--- src/sfp_pkg.sv ---
`timescale 1ns / 1ps
`default_nettype none

package sfp_pkg;

	// Frame framing bytes
	localparam logic [7:0] HDR_FIRST  = 8'h55;
	localparam logic [7:0] HDR_SECOND = 8'h54;
	localparam logic [7:0] END_MARK   = 8'hff;

	// Stored payload entries and result fields
	localparam int STORE_DEPTH = 8;
	localparam int STORE_AW    = 3;
	localparam int OUT_FIELDS  = 8;

	// Parser phases
	localparam logic [2:0] PH_HUNT    = 3'd0;
	localparam logic [2:0] PH_HDR2    = 3'd1;
	localparam logic [2:0] PH_LEN     = 3'd2;
	localparam logic [2:0] PH_PAYLOAD = 3'd3;
	localparam logic [2:0] PH_MARK    = 3'd4;
	localparam logic [2:0] PH_TRAIL1  = 3'd5;
	localparam logic [2:0] PH_TRAIL2  = 3'd6;
	localparam logic [2:0] PH_TRAIL3  = 3'd7;

	typedef logic [7:0] byte_t;

endpackage

`default_nettype wire

--- src/sonar_frame_parser_core.sv ---
`timescale 1ns / 1ps
`default_nettype none

// Sonar frame parser. Takes one received byte per item on the s_ side and
// hunts for a frame: 0x55, 0x54, a length byte equal to PAYLOAD_BYTES, the
// payload bytes, a 0xff marker and three unchecked trailing bytes. A wrong
// header, length or marker byte drops back to the hunt. The third trailing
// byte emits one item on the m_ side holding the first eight payload bytes
// (fields beyond PAYLOAD_BYTES read as zero). Bytes are taken one byte per
// cycle, but for the stall below; the result lands in the output register
// in the cycle after the last trailing byte is taken. The parser keeps taking
// bytes while a result waits downstream; only a frame-ending byte stalls,
// and only while the previous result is still held in the output register.
module sonar_frame_parser_core
	import sfp_pkg::*;
#(
	parameter int PAYLOAD_BYTES = 8
) (
	input  wire         clk,
	input  wire         arst_n,
	input  wire         s_tvalid,
	output logic        s_tready,
	input  wire  [7:0]  s_tdata,   // [7:0] rx_byte
	output logic        m_tvalid,
	input  wire         m_tready,
	output logic [63:0] m_tdata    // [7:0] payload_byte0 .. [63:56] payload_byte7
);

	localparam logic [3:0] PAY_CNT = 4'(PAYLOAD_BYTES);
	localparam logic [7:0] PAY_LEN = 8'(PAYLOAD_BYTES);

	logic [2:0]  phase_q;
	logic [3:0]  count_q;
	byte_t       store_q [STORE_DEPTH];
	logic        out_valid_q;
	logic [63:0] out_data_q;

	logic        s_acc;
	logic        emit;
	logic [2:0]  phase_d;
	logic [3:0]  count_inc;
	logic [63:0] result;

	// Only a frame-ending byte needs room in the output register
	assign s_tready  = (phase_q != PH_TRAIL3) || !out_valid_q || m_tready;
	assign s_acc     = s_tvalid && s_tready;
	assign emit      = s_acc && (phase_q == PH_TRAIL3);
	assign count_inc = count_q + 4'd1;

	// Next phase
	always_comb begin
		phase_d = phase_q;
		case (phase_q)
			PH_HUNT:    phase_d = (s_tdata == HDR_FIRST) ? PH_HDR2 : PH_HUNT;
			PH_HDR2:    phase_d = (s_tdata == HDR_SECOND) ? PH_LEN : PH_HUNT;
			PH_LEN:     phase_d = (s_tdata == PAY_LEN) ? PH_PAYLOAD : PH_HUNT;
			PH_PAYLOAD: phase_d = (count_inc == PAY_CNT) ? PH_MARK : PH_PAYLOAD;
			PH_MARK:    phase_d = (s_tdata == END_MARK) ? PH_TRAIL1 : PH_HUNT;
			PH_TRAIL1:  phase_d = PH_TRAIL2;
			PH_TRAIL2:  phase_d = PH_TRAIL3;
			default:    phase_d = PH_HUNT;
		endcase
	end

	// Result word from the stored payload
	always_comb begin
		for (int k = 0; k < OUT_FIELDS; k++) begin
			result[k*8 +: 8] = (k < PAYLOAD_BYTES) ? store_q[k] : 8'h00;
		end
	end

	// Parser control
	always_ff @(posedge clk or negedge arst_n) begin
		if (!arst_n) begin
			phase_q <= PH_HUNT;
			count_q <= 4'd0;
		end else if (s_acc) begin
			phase_q <= phase_d;
			if (phase_q == PH_LEN) begin
				count_q <= 4'd0;
			end else if (phase_q == PH_PAYLOAD) begin
				count_q <= count_inc;
			end
		end
	end

	// Payload store; bytes past the eighth are counted only
	always_ff @(posedge clk) begin
		if (s_acc && phase_q == PH_PAYLOAD && count_q < 4'(STORE_DEPTH)) begin
			store_q[count_q[STORE_AW-1:0]] <= s_tdata;
		end
	end

	// Output register
	always_ff @(posedge clk or negedge arst_n) begin
		if (!arst_n) begin
			out_valid_q <= 1'b0;
		end else if (emit) begin
			out_valid_q <= 1'b1;
		end else if (m_tready) begin
			out_valid_q <= 1'b0;
		end
	end

	always_ff @(posedge clk) begin
		if (emit) begin
			out_data_q <= result;
		end
	end

	assign m_tvalid = out_valid_q;
	assign m_tdata  = out_data_q;

	// Checks
	a_rise_from_emit: assert property (@(posedge clk) disable iff (!arst_n)
		$rose(out_valid_q) |-> $past(s_acc && phase_q == PH_TRAIL3))
		else $error("result appeared without a frame-ending byte");

	a_emit_to_hunt: assert property (@(posedge clk) disable iff (!arst_n)
		emit |=> (phase_q == PH_HUNT) && out_valid_q)
		else $error("frame end did not load result and restart hunt");

	a_count_range: assert property (@(posedge clk) disable iff (!arst_n)
		(phase_q == PH_PAYLOAD) |-> (count_q < PAY_CNT))
		else $error("payload count ran past frame length");

	a_no_overrun: assert property (@(posedge clk) disable iff (!arst_n)
		(phase_q == PH_TRAIL3 && out_valid_q && !m_tready) |-> !s_tready)
		else $error("frame end taken while result still held");

endmodule

`default_nettype wire

--- config.mk ---
export PLATFORM = sky130hd
export DESIGN_NAME = sonar_frame_parser_core
export DESIGN_NICKNAME = d
export VERILOG_FILES = /design/src/sfp_pkg.sv /design/src/sonar_frame_parser_core.sv
export SDC_FILE = /design/constraint.sdc
export NUM_CORES = 1
export LEC_CHECK = 0
export BUFFER_PORTS_ARGS = -buffer_cell sky130_fd_sc_hd__buf_2
export CAP_MARGIN = 20
export CORE_UTILIZATION = 57
export CTS_BUF_LIST = sky130_fd_sc_hd__clkbuf_8
export CTS_CLUSTER_SIZE = 8
export DETAILED_ROUTE_END_ITERATION = 10
export HOLD_SLACK_MARGIN = 0.1
export PLACE_DENSITY = 0.81
export SETUP_SLACK_MARGIN = 0.05
export SYNTH_ARGS = -nofsm -noshare
export SYNTH_HDL_FRONTEND = slang
export SYNTH_SLANG_ARGS = --single-unit
--- constraint.sdc ---
create_clock -name clk -period 11.9 [get_ports clk]
set_input_delay 1.785 -clock clk [delete_from_list [all_inputs] [get_ports clk]]
set_output_delay 1.785 -clock clk [all_outputs]
set_load 0.01 [all_outputs]
Word level (Yosys, flattened, before mapping):

Memory sizes are Yosys's and may differ from the RTL's. A register that Yosys moved wholly into a read port is not among the register bits.
Index checks and enable logic that the tools add are counted.
Widths: inputs -> output; s select.

* memory bits (writable): 64
* memories: 1
* logic and storage cells: 42
* register bits after elaboration: 8
* output and inout bits: 66

Memory list
* store_q: words 8, width 8, read ports 8, clocked after memory_dff 8, wr ports 1, line sonar_frame_parser_core.sv:34 `byte_t store_q [STORE_DEPTH];`

* equality and inequality tests: 13
* mux-type cells: 12
* add/subtract/negate cells: 1
* magnitude comparators: 1
* reductions and logical operators: 11

Operators with widths (number)
* $pmux 3 s7: 1
* $eq 8x7->1 const B: 2
* $eq 3x3->1 const B: 4
* $eq 8x4->1 const B: 1
* $eq 8x8->1 const B: 1
* $mux 4: 2
* $eq 3x2->1 const B: 2
* $mux 3: 2
* $mux 1: 5
* $add 4x1->4 const B: 1
* $eq 4x4->1 const B: 1
* $logic_and 1x1->1: 4
* $lt 4x4->1 const B: 1
* $mux 2: 2
* $reduce_bool 2->1: 2
* $eq 3x1->1 const B: 1
* $logic_not 3->1: 1
* $ne 3x3->1 const B: 1
* $logic_or 1x1->1: 2
* $reduce_and 2->1: 1
* $logic_not 1->1: 1

Longest topological paths before layout:

Gate-level depths: netlist of the first run.

* depth in word-level cells: 8
* depth in mapped cells: 5

Worst setup path after synthesis of the first run:

Ideal clock, no wire load.

* path kind: input to register
* from: input m_tready
* to: register out_data_q[0] (netlist: m_tdata[0]) (read register of store_q), enable pin
* path buffers: 0
* arrival time: 4740 ps
* stages: 3
* slack: 6673 ps
* path through: nand2b_1 -> o21ai_0 -> nor2_1

* longest elaborated chain between the ends: 3

RTL lines
* start: declaration: line sonar_frame_parser_core.sv:25 `input wire m_tready,`
* $logic_or 1x1->1: line sonar_frame_parser_core.sv:45 `assign s_tready = (phase_q != PH_TRAIL3) || !out_valid_q || m_tready;`
* $logic_and 1x1->1: line sonar_frame_parser_core.sv:46 `assign s_acc = s_tvalid && s_tready;`
* $logic_and 1x1->1: line sonar_frame_parser_core.sv:47 `assign emit = s_acc && (phase_q == PH_TRAIL3);`
* via emit: line sonar_frame_parser_core.sv:39 `logic emit;`
* end: declaration: line sonar_frame_parser_core.sv:36 `logic [63:0] out_data_q;`

The timed path passes the listed nets, and every way through them passes these cells.
A chain may end at the register's enable or synchronous reset.

Worst setup path in the final report of the first run:

* from: input m_tready
* to: output s_tready

* longest elaborated chain between the ends: 1

RTL lines
* $logic_or 1x1->1: line sonar_frame_parser_core.sv:45
* end: declaration: line sonar_frame_parser_core.sv:22 `output logic s_tready,`

Every way passes these cells.

==> results of run 1 <==
==> layer usage <==
layer | global-route usage | share of wire | vias up
met2 | 0.283 | 0.51 | 85
met3 | 0.0547 | 0.060 | 19
li1 | - | - | 1015
met4 | 0.130 | 0.026 | 0
met5 | 0 | 0 | -
met1 | 0.220 | 0.41 | 1008
==> logic make-up (layout without fill, tap and decap cells) <==
logic type | count (synthesis) | in the layout | synth area share
AOI/OAI and AO/OA | 18 | 18 | 0.0281
adders and majority gates | 1 | 1 | 0.00278
buffers and inverters | 8 | 112 | 0.0100
DFF | 136 | 136 | 0.899
muxes | 1 | 1 | 0.00222
xor gates and xnor gates | 1 | 1 | 0.00195
and+or+nand+nor | 45 | 45 | 0.0564
==> cell type report <==
type | instances | area, µm²
inverters | 3 | 11.3
clock inverters | 14 | 196
repair buffers | 78 | 393
clock buffers | 17 | 234
fillers | 486 | 2260
multi-input cells | 66 | 419
well taps | 102 | 128
flip-flops and latches | 136 | 4040
==> power by group through the flow <==
stage / Combinational, µW / Clock, µW / Sequential (µW)
after global placement: 10.3 / 0 / 530
after global routing: 11.6 / 422 / 520
after detailed placement: 10.7 / 0 / 531
after CTS: 10.8 / 405 / 520
final: 10.7 / 397 / 520
after floorplan: 3.53 / 0 / 530
==> cells in the final DEF (no fill, tap or decap), drive strengths merged <==
cell type / netlist / routed
or2: 2 / 2
nand4b: 2 / 2
a21oi: 1 / 1
clkinv: 0 / 3
or3: 1 / 1
o31ai: 1 / 1
xor2: 1 / 1
nand2b: 5 / 5
nand2: 10 / 10
nand4: 1 / 1
or4b: 1 / 1
clkinvlp: 0 / 2
nor4b: 2 / 2
clkbuf: 3 / 17
nor4: 3 / 3
edfxtp: 128 / 128
a311oi: 2 / 2
nor2: 8 / 8
bufinv: 0 / 4
o21ai: 7 / 7
mux2i: 1 / 1
nor3: 4 / 4
nand3b: 1 / 1
a21boi: 1 / 1
a2bb2oi: 1 / 1
o211ai: 3 / 3
ha: 1 / 1
nand3: 4 / 4
inv: 3 / 8
dfrtp: 8 / 8
buf: 2 / 78
o31a: 2 / 2
and3b: 1 / 1
==> synthesized netlist by cell type, types with 3 or more instances <==
| library cell | count | area (µm²) |
|---|---|---|
| inv_1 | 3 | 11.3 |
| nand2_1 | 10 | 37.5 |
| nor2_1 | 8 | 30.0 |
| nor3_1 | 4 | 20.0 |
| dfrtp_1 | 8 | 200 |
| edfxtp_1 | 128 | 3840 |
| nand2b_1 | 5 | 31.3 |
| o21ai_0 | 7 | 35.0 |
| nand3_1 | 4 | 20.0 |
==> flip-flops by register name, summed over array words and instances, names as in the netlist <==
name and count:
m_tvalid 1, m_tdata 64, count_q 4, phase_q 3, store_q 64
==> worst min-delay path by stage <==
stage / slack [ps] / depth (start not counted) / endpoint / startpoint
finish: 420 / 0 / m_tdata[31]$_DFFE_PP_ / store_q[3][7]$_DFFE_PP_
global route: 430 / 0 / m_tdata[30]$_DFFE_PP_ / store_q[3][6]$_DFFE_PP_
CTS: 420 / 0 / m_tdata[27]$_DFFE_PP_ / store_q[3][3]$_DFFE_PP_
detailed placement: 400 / 0 / m_tdata[0]$_DFFE_PP_ / store_q[0][0]$_DFFE_PP_
global placement: 400 / 0 / m_tdata[53]$_DFFE_PP_ / store_q[6][5]$_DFFE_PP_
floorplan: 400 / 0 / m_tdata[0]$_DFFE_PP_ / store_q[0][0]$_DFFE_PP_
==> metrics by stage <==
stage / setup slack [ps] / area, µm² / total power, µW
after floorplan: 6670 / 4500 / 533
after global placement: 7650 / 4990 / 541
after detailed placement: 7630 / 4990 / 541
after CTS: 7630 / 5430 / 936
after global routing: 7590 / 5430 / 954
final: 7640 / 5430 / 928
==> impl_metrics.py, run 1 <==
metrics = {
    "floorplan": {
        "die_w_um": 90.9,
        "die_y_um": 90.9,
        "ioPinCount": 78,
        "initial_core_util": 0.585,
        "die_area_um2": 8250,
        "coreArea_um2": 7690,
        "core.rowCount": 32,
    },
    "critical_path": {
        "slowest_delay_ps": 290,
        "crit_buf_inv": 2,
        "worst_ep_required_time_ps": 10120,
        "r2r_slack_ps": 9450,
        "reg2reg_depth": 4,
        "path_cells": "buf_2 -> nand2b_1 -> or2_2 -> buf_2",
        "end_kind": "output port",
        "cp.depth": 4,
        "cp-endpoint": "s_tready",
        "timing_worst_setup_path_type": "input port to output port",
        "crit_start": "m_tready",
        "critPathMaxFanout": 4,
        "r2r-start": "phase_q[0]$_DFFE_PN0P_",
        "crit_arrival_ps": 2480,
        "worstReg2RegEnd": "store_q[0][7]$_DFFE_PP_",
        "critPathLaunchType": "input port",
        "cp_top_family": "simple AND/OR/NAND/NOR gates",
        "slowest_stage": "or2_2",
        "path_common_cell": "buf_2",
    },
    "timing": {
        "worst_hold_slack_ps": 415,
        "tns_ps": 0,
        "period_minus_slack_ps": 4260,
        "fin_crit_sh": 0.358,
        "rsz0062_at_grt": "no",
        "relSlewSlack": 0.281,
        "max_freq_ghz": 0.235,
        "tightest_slew_ps": 1070,
        "setup_viol": 0,
        "clock-skew-final_ps": 9.71,
        "finalMaxSlewViolations": 0,
        "hold_viol": 0,
    },
    "route": {
        "viasPerCell": 5.11,
        "wl_per_cell_um": 16.8,
        "drc": 1,
        "vias": 2127,
        "first_pass_iters": 8,
        "drtIter0Drc": 147,
        "drt_wl_total_mm": 6.99,
        "antenna_left": 0,
    },
    "pwr": {
        "switching_share": 0.191,
        "share_comb_of_total_power": 0.012,
        "vdd_drop_max_mv": 0.0948,
        "seqPwrFrac": 0.560,
        "power-per-cell-area_nw_per_um2": 171,
        "leakage_uw": 0.00189,
        "clkPwrFrac": 0.428,
        "p_int_uw": 751,
        "switchingPower_uw": 177,
    },
    "place": {
        "gp_congestion": 0.844,
        "dp.cells": 385,
        "hpwl_mm": 4.36,
        "io_buffers": 77,
    },
    "grt": {
        "track_usage": 0.182,
        "grt-ovfl-total": 0,
        "grt_antenna_before_repair": 0,
        "first_global_vias": 2055,
        "grt_max_degree": 65,
        "grt_pass1_wl_mm": 10.5,
    },
    "clocking": {
        "clock-sinks": 136,
        "numCtsBuffers": 17,
        "path_clk_slew_ps": 80,
        "clock_latency_ps": 420,
        "cts_tree": "built",
        "cts_setup_buffers": 0,
        "htreeDepth": 4,
        "cts_root_buffer": "clkbuf_8",
        "clockBufferDepth": 2,
        "cts_resized": 0,
        "cts.hold.buffers_added": 0,
    },
    "synth": {
        "ys_warn_count": 0,
        "netlist_area_um2": 4500,
        "synth.distinct_cells": 34,
        "postSynthCellCount": 210,
        "syn-num-nets": 223,
        "async_flop_share": 0.0588,
        "synth_edf_count": 128,
        "synth_flop_cell": "edfxtp_1",
        "ys_seq_elements": 136,
        "syn_area_per_cell_um2": 21.4,
        "yosysSeqAreaShare": 0.899,
    },
    "layout": {
        "syn2layout_area_growth_pct": 20.5,
        "final_util": 0.706,
        "finalNonFillerCells": 416,
        "nets": 315,
        "drive_gt1_frac": 0.363,
        "antennaDiodeCount": 0,
    },
    "outcome": {
        "status": "finished, violations left",
        "violations": "design-rule violations",
    },
    "run": {
        "cap_violations": 0,
    },
    "hold_path": {
        "hp-class": "register to register",
    },
}
Power figures use the tool's default switching activity.
==> run 2, diff against run 1 <==
- clock period: 11.9 -> 4.2 ns (I/O delays scaled with it)
==> run 2 against run 1 <==
- the run still ends with design-rule violations left
- utilization down 0.75 points
- flip-flop and latch count unchanged
- total power grew to 2.6 times the previous value
- global-route usage increased by 0.94 points
- worst setup slack worse by 5900 ps
- first-iteration DRC count grew 36%
- sequential share of layout area rose by 0.80 points
- critical endpoint is now store_q[1][5]$_DFFE_PP_
- largest power group unchanged
==> impl_metrics.py, run 2 (synthesized netlist as in run 1, its figures left out) <==
metrics = {
    "outcome": {
        "status": "finished, violations left",
        "violations": "design-rule violations",
    },
    "critical_path": {
        "critPathMaxFanout": 12,
        "path_cells": "nand2_1 -> nor4_1 -> nand2_1 -> nor3_1",
        "r2r-start": "phase_q[0]$_DFFE_PN0P_",
        "crit_arrival_ps": 2520,
        "critPathLaunchType": "register",
        "worst_ep_required_time_ps": 4230,
        "path_common_cell": "nand2_1",
        "r2r_slack_ps": 1710,
        "cp.depth": 4,
        "slowest_stage": "nor3_1",
        "crit_buf_inv": 0,
        "timing_worst_setup_path_type": "register to register",
        "slowest_delay_ps": 830,
        "crit_start": "phase_q[0]$_DFFE_PN0P_",
        "worstReg2RegEnd": "store_q[1][5]$_DFFE_PP_",
        "cp_top_family": "simple AND/OR/NAND/NOR gates",
        "end_kind": "register",
        "reg2reg_depth": 4,
    },
    "hold_path": {
        "min_from": "store_q[5][0]$_DFFE_PP_",
        "hp-class": "register to register",
        "min_to": "m_tdata[40]$_DFFE_PP_",
        "whs_path_depth": 0,
    },
    "layout": {
        "drive_gt1_frac": 0.367,
        "nets": 317,
        "nFillCells": 501,
        "layout_commonest_cell": "edfxtp_1",
        "antennaDiodeCount": 0,
        "syn2layout_area_growth_pct": 19.3,
        "mostFrequentLayoutCells": "edfxtp_1 (128), buf_2 (78), clkbuf_8 (17), nand2_1 (10), dfrtp_1 (8)",
        "multiInputGateArea_um2": 419,
        "register_area_um2": 4040,
    },
    "timing": {
        "tightest_slew_ps": 1040,
        "relSlewSlack": 0.301,
        "fin_crit_sh": 0.594,
        "tns_ps": 0,
        "max_freq_ghz": 0.401,
        "worst_hold_slack_ps": 419,
        "finalMaxSlewViolations": 0,
        "period_minus_slack_ps": 2490,
        "clock-skew-final_ps": 13.1,
        "setup_viol": 0,
        "hold_viol": 0,
        "rsz0062_at_grt": "no",
    },
    "floorplan": {
        "die_area_um2": 8250,
        "coreArea_um2": 7690,
        "core.rowCount": 32,
        "die_y_um": 90.9,
        "initial_core_util": 0.585,
        "ioPinCount": 78,
        "die_w_um": 90.9,
    },
    "clocking": {
        "clockBufferDepth": 2,
        "clock-sinks": 136,
        "htreeDepth": 4,
        "numCtsBuffers": 17,
        "cts_tree": "built",
        "cts_root_buffer": "clkbuf_8",
        "clock_latency_ps": 420,
        "cts_setup_buffers": 0,
        "cts.hold.buffers_added": 1,
        "path_clk_slew_ps": 70,
        "cts_resized": 0,
    },
    "route": {
        "drtIter0Drc": 200,
        "first_pass_iters": 7,
        "antenna_left": 0,
        "vias": 2216,
        "wl_per_cell_um": 17.4,
        "drc": 1,
        "viasPerCell": 5.30,
        "drt_wl_total_mm": 7.26,
    },
    "grt": {
        "grt_max_degree": 65,
        "first_global_vias": 2068,
        "grt_pass1_wl_mm": 11.0,
        "grt_antenna_before_repair": 0,
        "track_usage": 0.192,
        "grt-ovfl-total": 0,
    },
    "pwr": {
        "leakage_uw": 0.00186,
        "vdd_drop_max_mv": 0.265,
        "power-per-cell-area_nw_per_um2": 456,
    },
    "place": {
        "hpwl_mm": 4.42,
        "gp_congestion": 0.881,
        "io_buffers": 77,
    },
    "run": {
        "cap_violations": 0,
    },
}
==> run 2: per-stage QoR <==
step                 util  instances  instance area, µm²  setup WS (ps)  total power [µW]
floorplan               -        210                4500            128              1510
global placement    0.650        385                4990           1690              1530
detailed placement  0.650        385                4990           1620              1530
CTS                 0.698        417                5360           1800              2470
global route        0.698        418                5370           1540              2520
finish              0.698        418                5370           1710              2450
==> run 2: how the worst max path moves through the flow <==
stage                                         end  slack, ps
after global routing      store_q[1][0]$_DFFE_PP_       1540
after floorplan              m_tdata[0]$_DFFE_PP_        130
final                     store_q[1][5]$_DFFE_PP_       1710
after global placement    store_q[1][5]$_DFFE_PP_       1690
after CTS                 store_q[1][0]$_DFFE_PP_       1800
after detailed placement  store_q[1][2]$_DFFE_PP_       1620
==> run 2: power by group <==
group          switching, µW  internal, µW
registers               2.88          1470
clock network            479           466
logic                   22.7          8.57
==> run 2: layout make-up <==
class / count / share of cell area
sequential: 136 / 0.753
multi-input combinational: 66 / 0.0781
timing repair buffer: 80 / 0.0760
clock buffer: 17 / 0.0436
tap: 102 / 0.0238
clock inverter: 14 / 0.0231
inverter: 3 / 0.00210
==> run 2: worst register-to-register path: cells and delay by family, from the launching register on <==
family           cells  cell delay (ps)
and+or+nand+nor      4             1550
DFF                  1              570
==> run 2: routing by layer <==
metal	track usage	vias up	part of all wire
li1	-	1015	-
met1	0.244	1074	0.39
met2	0.294	109	0.52
met3	0.0598	18	0.065
met4	0.111	0	0.026
met5	0	-	0
==> run 3, diff against run 2 <==
- CORE_UTILIZATION: 57 -> 52
- PLACE_DENSITY: 0.81 -> 0.78
- clock period: 4.2 -> 2.1 ns (I/O delays scaled with it)
==> run 3 against run 2 <==
- the flow now finishes without violations
- highest routed layer unchanged
- worst hold slack worse by 150 ps
- sequential power grew 100%
- worst setup slack got worse by 1500 ps
- non-clock buffer count is 10 higher
- critical path depth shrank 1
- clock skew down 1.5 ps
- routed wire length increased by 0.63%
- count of clock-buffer cells in the layout did not move
- clock power up 100%
==> impl_metrics.py, run 3 (synthesized netlist as in run 1, its figures left out) <==
metrics = {
    "pwr": {
        "vdd_drop_max_mv": 0.457,
        "p_int_uw": 3900,
        "seqPwrFrac": 0.599,
        "clkPwrFrac": 0.387,
        "switchingPower_uw": 1020,
        "leakage_uw": 0.00193,
        "switching_share": 0.207,
        "share_comb_of_total_power": 0.014,
        "power-per-cell-area_nw_per_um2": 896,
    },
    "grt": {
        "first_global_vias": 2154,
        "track_usage": 0.178,
        "grt_max_degree": 65,
        "grt_pass1_wl_mm": 11.0,
        "grt-ovfl-total": 0,
        "grt_antenna_before_repair": 0,
    },
    "critical_path": {
        "worstReg2RegEnd": "store_q[0][2]$_DFFE_PP_",
        "r2r-start": "phase_q[2]$_DFFE_PN0P_",
        "slowest_delay_ps": 570,
        "timing_worst_setup_path_type": "register to output port",
        "slowest_stage": "dfrtp_1",
        "crit_start": "phase_q[2]$_DFFE_PN0P_",
        "critPathMaxFanout": 11,
        "cp_top_family": "flip-flops",
        "worst_ep_required_time_ps": 1780,
        "reg2reg_depth": 4,
        "r2r_slack_ps": 320,
        "end_kind": "output port",
        "cp.depth": 3,
        "path_cells": "nand3_4 -> or2_2 -> buf_2",
        "crit_buf_inv": 1,
        "crit_arrival_ps": 1600,
        "critPathLaunchType": "register",
    },
    "floorplan": {
        "coreArea_um2": 8300,
        "core.rowCount": 33,
        "initial_core_util": 0.542,
        "die_y_um": 95.0,
        "die_w_um": 95.0,
        "ioPinCount": 78,
        "die_area_um2": 9030,
    },
    "route": {
        "drc": 0,
        "viasPerCell": 5.08,
        "first_pass_iters": 4,
        "antenna_left": 0,
        "wl_per_cell_um": 16.9,
        "drtIter0Drc": 92,
        "drt_wl_total_mm": 7.30,
        "vias": 2195,
    },
    "clocking": {
        "clock_latency_ps": 410,
        "cts_root_buffer": "clkbuf_8",
        "path_clk_slew_ps": 80,
        "clock-sinks": 136,
        "numCtsBuffers": 17,
        "htreeDepth": 4,
        "cts_tree": "built",
        "clockBufferDepth": 2,
        "cts_resized": 0,
    },
    "timing": {
        "max_freq_ghz": 0.522,
        "finalMaxSlewViolations": 0,
        "fin_crit_sh": 0.913,
        "clock-skew-final_ps": 11.6,
        "hold_viol": 0,
        "tns_ps": 0,
        "setup_viol": 0,
        "rsz0062_at_grt": "no",
        "period_minus_slack_ps": 1920,
        "tightest_slew_ps": 385,
        "relSlewSlack": 0.743,
    },
    "place": {
        "hpwl_mm": 4.67,
        "place_area_um2": 5120,
        "gp_congestion": 0.886,
        "io_buffers": 77,
    },
    "layout": {
        "layout_commonest_cell": "edfxtp_1",
        "nets": 327,
        "final_util": 0.661,
        "drive_gt1_frac": 0.388,
        "antennaDiodeCount": 0,
        "mostFrequentLayoutCells": "edfxtp_1 (128), buf_2 (77), clkbuf_8 (17), buf_4 (11), nand2_1 (10)",
        "final_area_um2": 5490,
        "syn2layout_area_growth_pct": 22.0,
        "nFillCells": 539,
    },
    "outcome": {
        "status": "finished clean",
    },
    "hold_path": {
        "min_from": "s_tdata[7]",
        "hp-class": "input port to register",
        "whs_path_depth": 1,
        "min_to": "store_q[3][7]$_DFFE_PP_",
    },
    "run": {
        "cap_violations": 0,
    },
}
-- run 3: worst register-to-register path: stages, from the launching register on --
cell      delay (ps)
dfrtp_1          520
nor4_1           420
nand2b_1         180
nor3_1           180
buf_4            200
-- run 3: power by group through the flow --
stage	sequential [µW]	combinational (µW)	clock, µW
2_1_floorplan	3000	22.7	0
3_3_place_gp	3010	63.4	0
3_5_place_dp	3010	66.6	0
4_1_cts	2950	68.2	1940
5_1_grt	2950	73.2	2050
6_report	2950	66.5	1900
-- run 3: layout make-up --
cell class | count | area, µm² | area share
inverters | 3 | 11.3 | 0.00205
clock buffers | 17 | 234 | 0.0426
repair buffers | 90 | 498 | 0.0907
flip-flops and latches | 136 | 4040 | 0.737
multi-input cells | 66 | 443 | 0.0807
clock inverters | 15 | 128 | 0.0233
well taps | 105 | 131 | 0.0239
-- run 3: worst max-delay path by stage --
stage                                          to  slack [ps]
after floorplan              m_tdata[0]$_DFFE_PP_           3
after global routing                     s_tready          90
after detailed placement  store_q[0][4]$_DFFE_PP_         330
after CTS                                s_tready         160
final                                    s_tready         180
after global placement    store_q[0][4]$_DFFE_PP_         360
-- run 3: metal layers --
layer | global-route usage | wire length [µm]
met3 | 0.0510 | 378
met2 | 0.290 | 3720
met4 | 0.0846 | 49
met1 | 0.222 | 3150
met5 | 0 | 0
-- run 3: through the flow --
step	instances	worst slack, ps	power (µW)	hold WS, ps
6_report	432	183	4920	271
5_1_grt	432	86.6	5070	256
4_1_cts	432	156	4960	250
3_5_place_dp	399	326	3070	173
3_3_place_gp	399	357	3070	167
2_1_floorplan	210	3.35	3030	19.4
-- run 3: what timing repair did --
item | 4_1_cts | 5_1_grt
endpoints found under the hold margin | 8 | 0
hold buffers | 1 | 0
setup endpoints to repair | 0 | 0
buffers inserted | 0 | 0
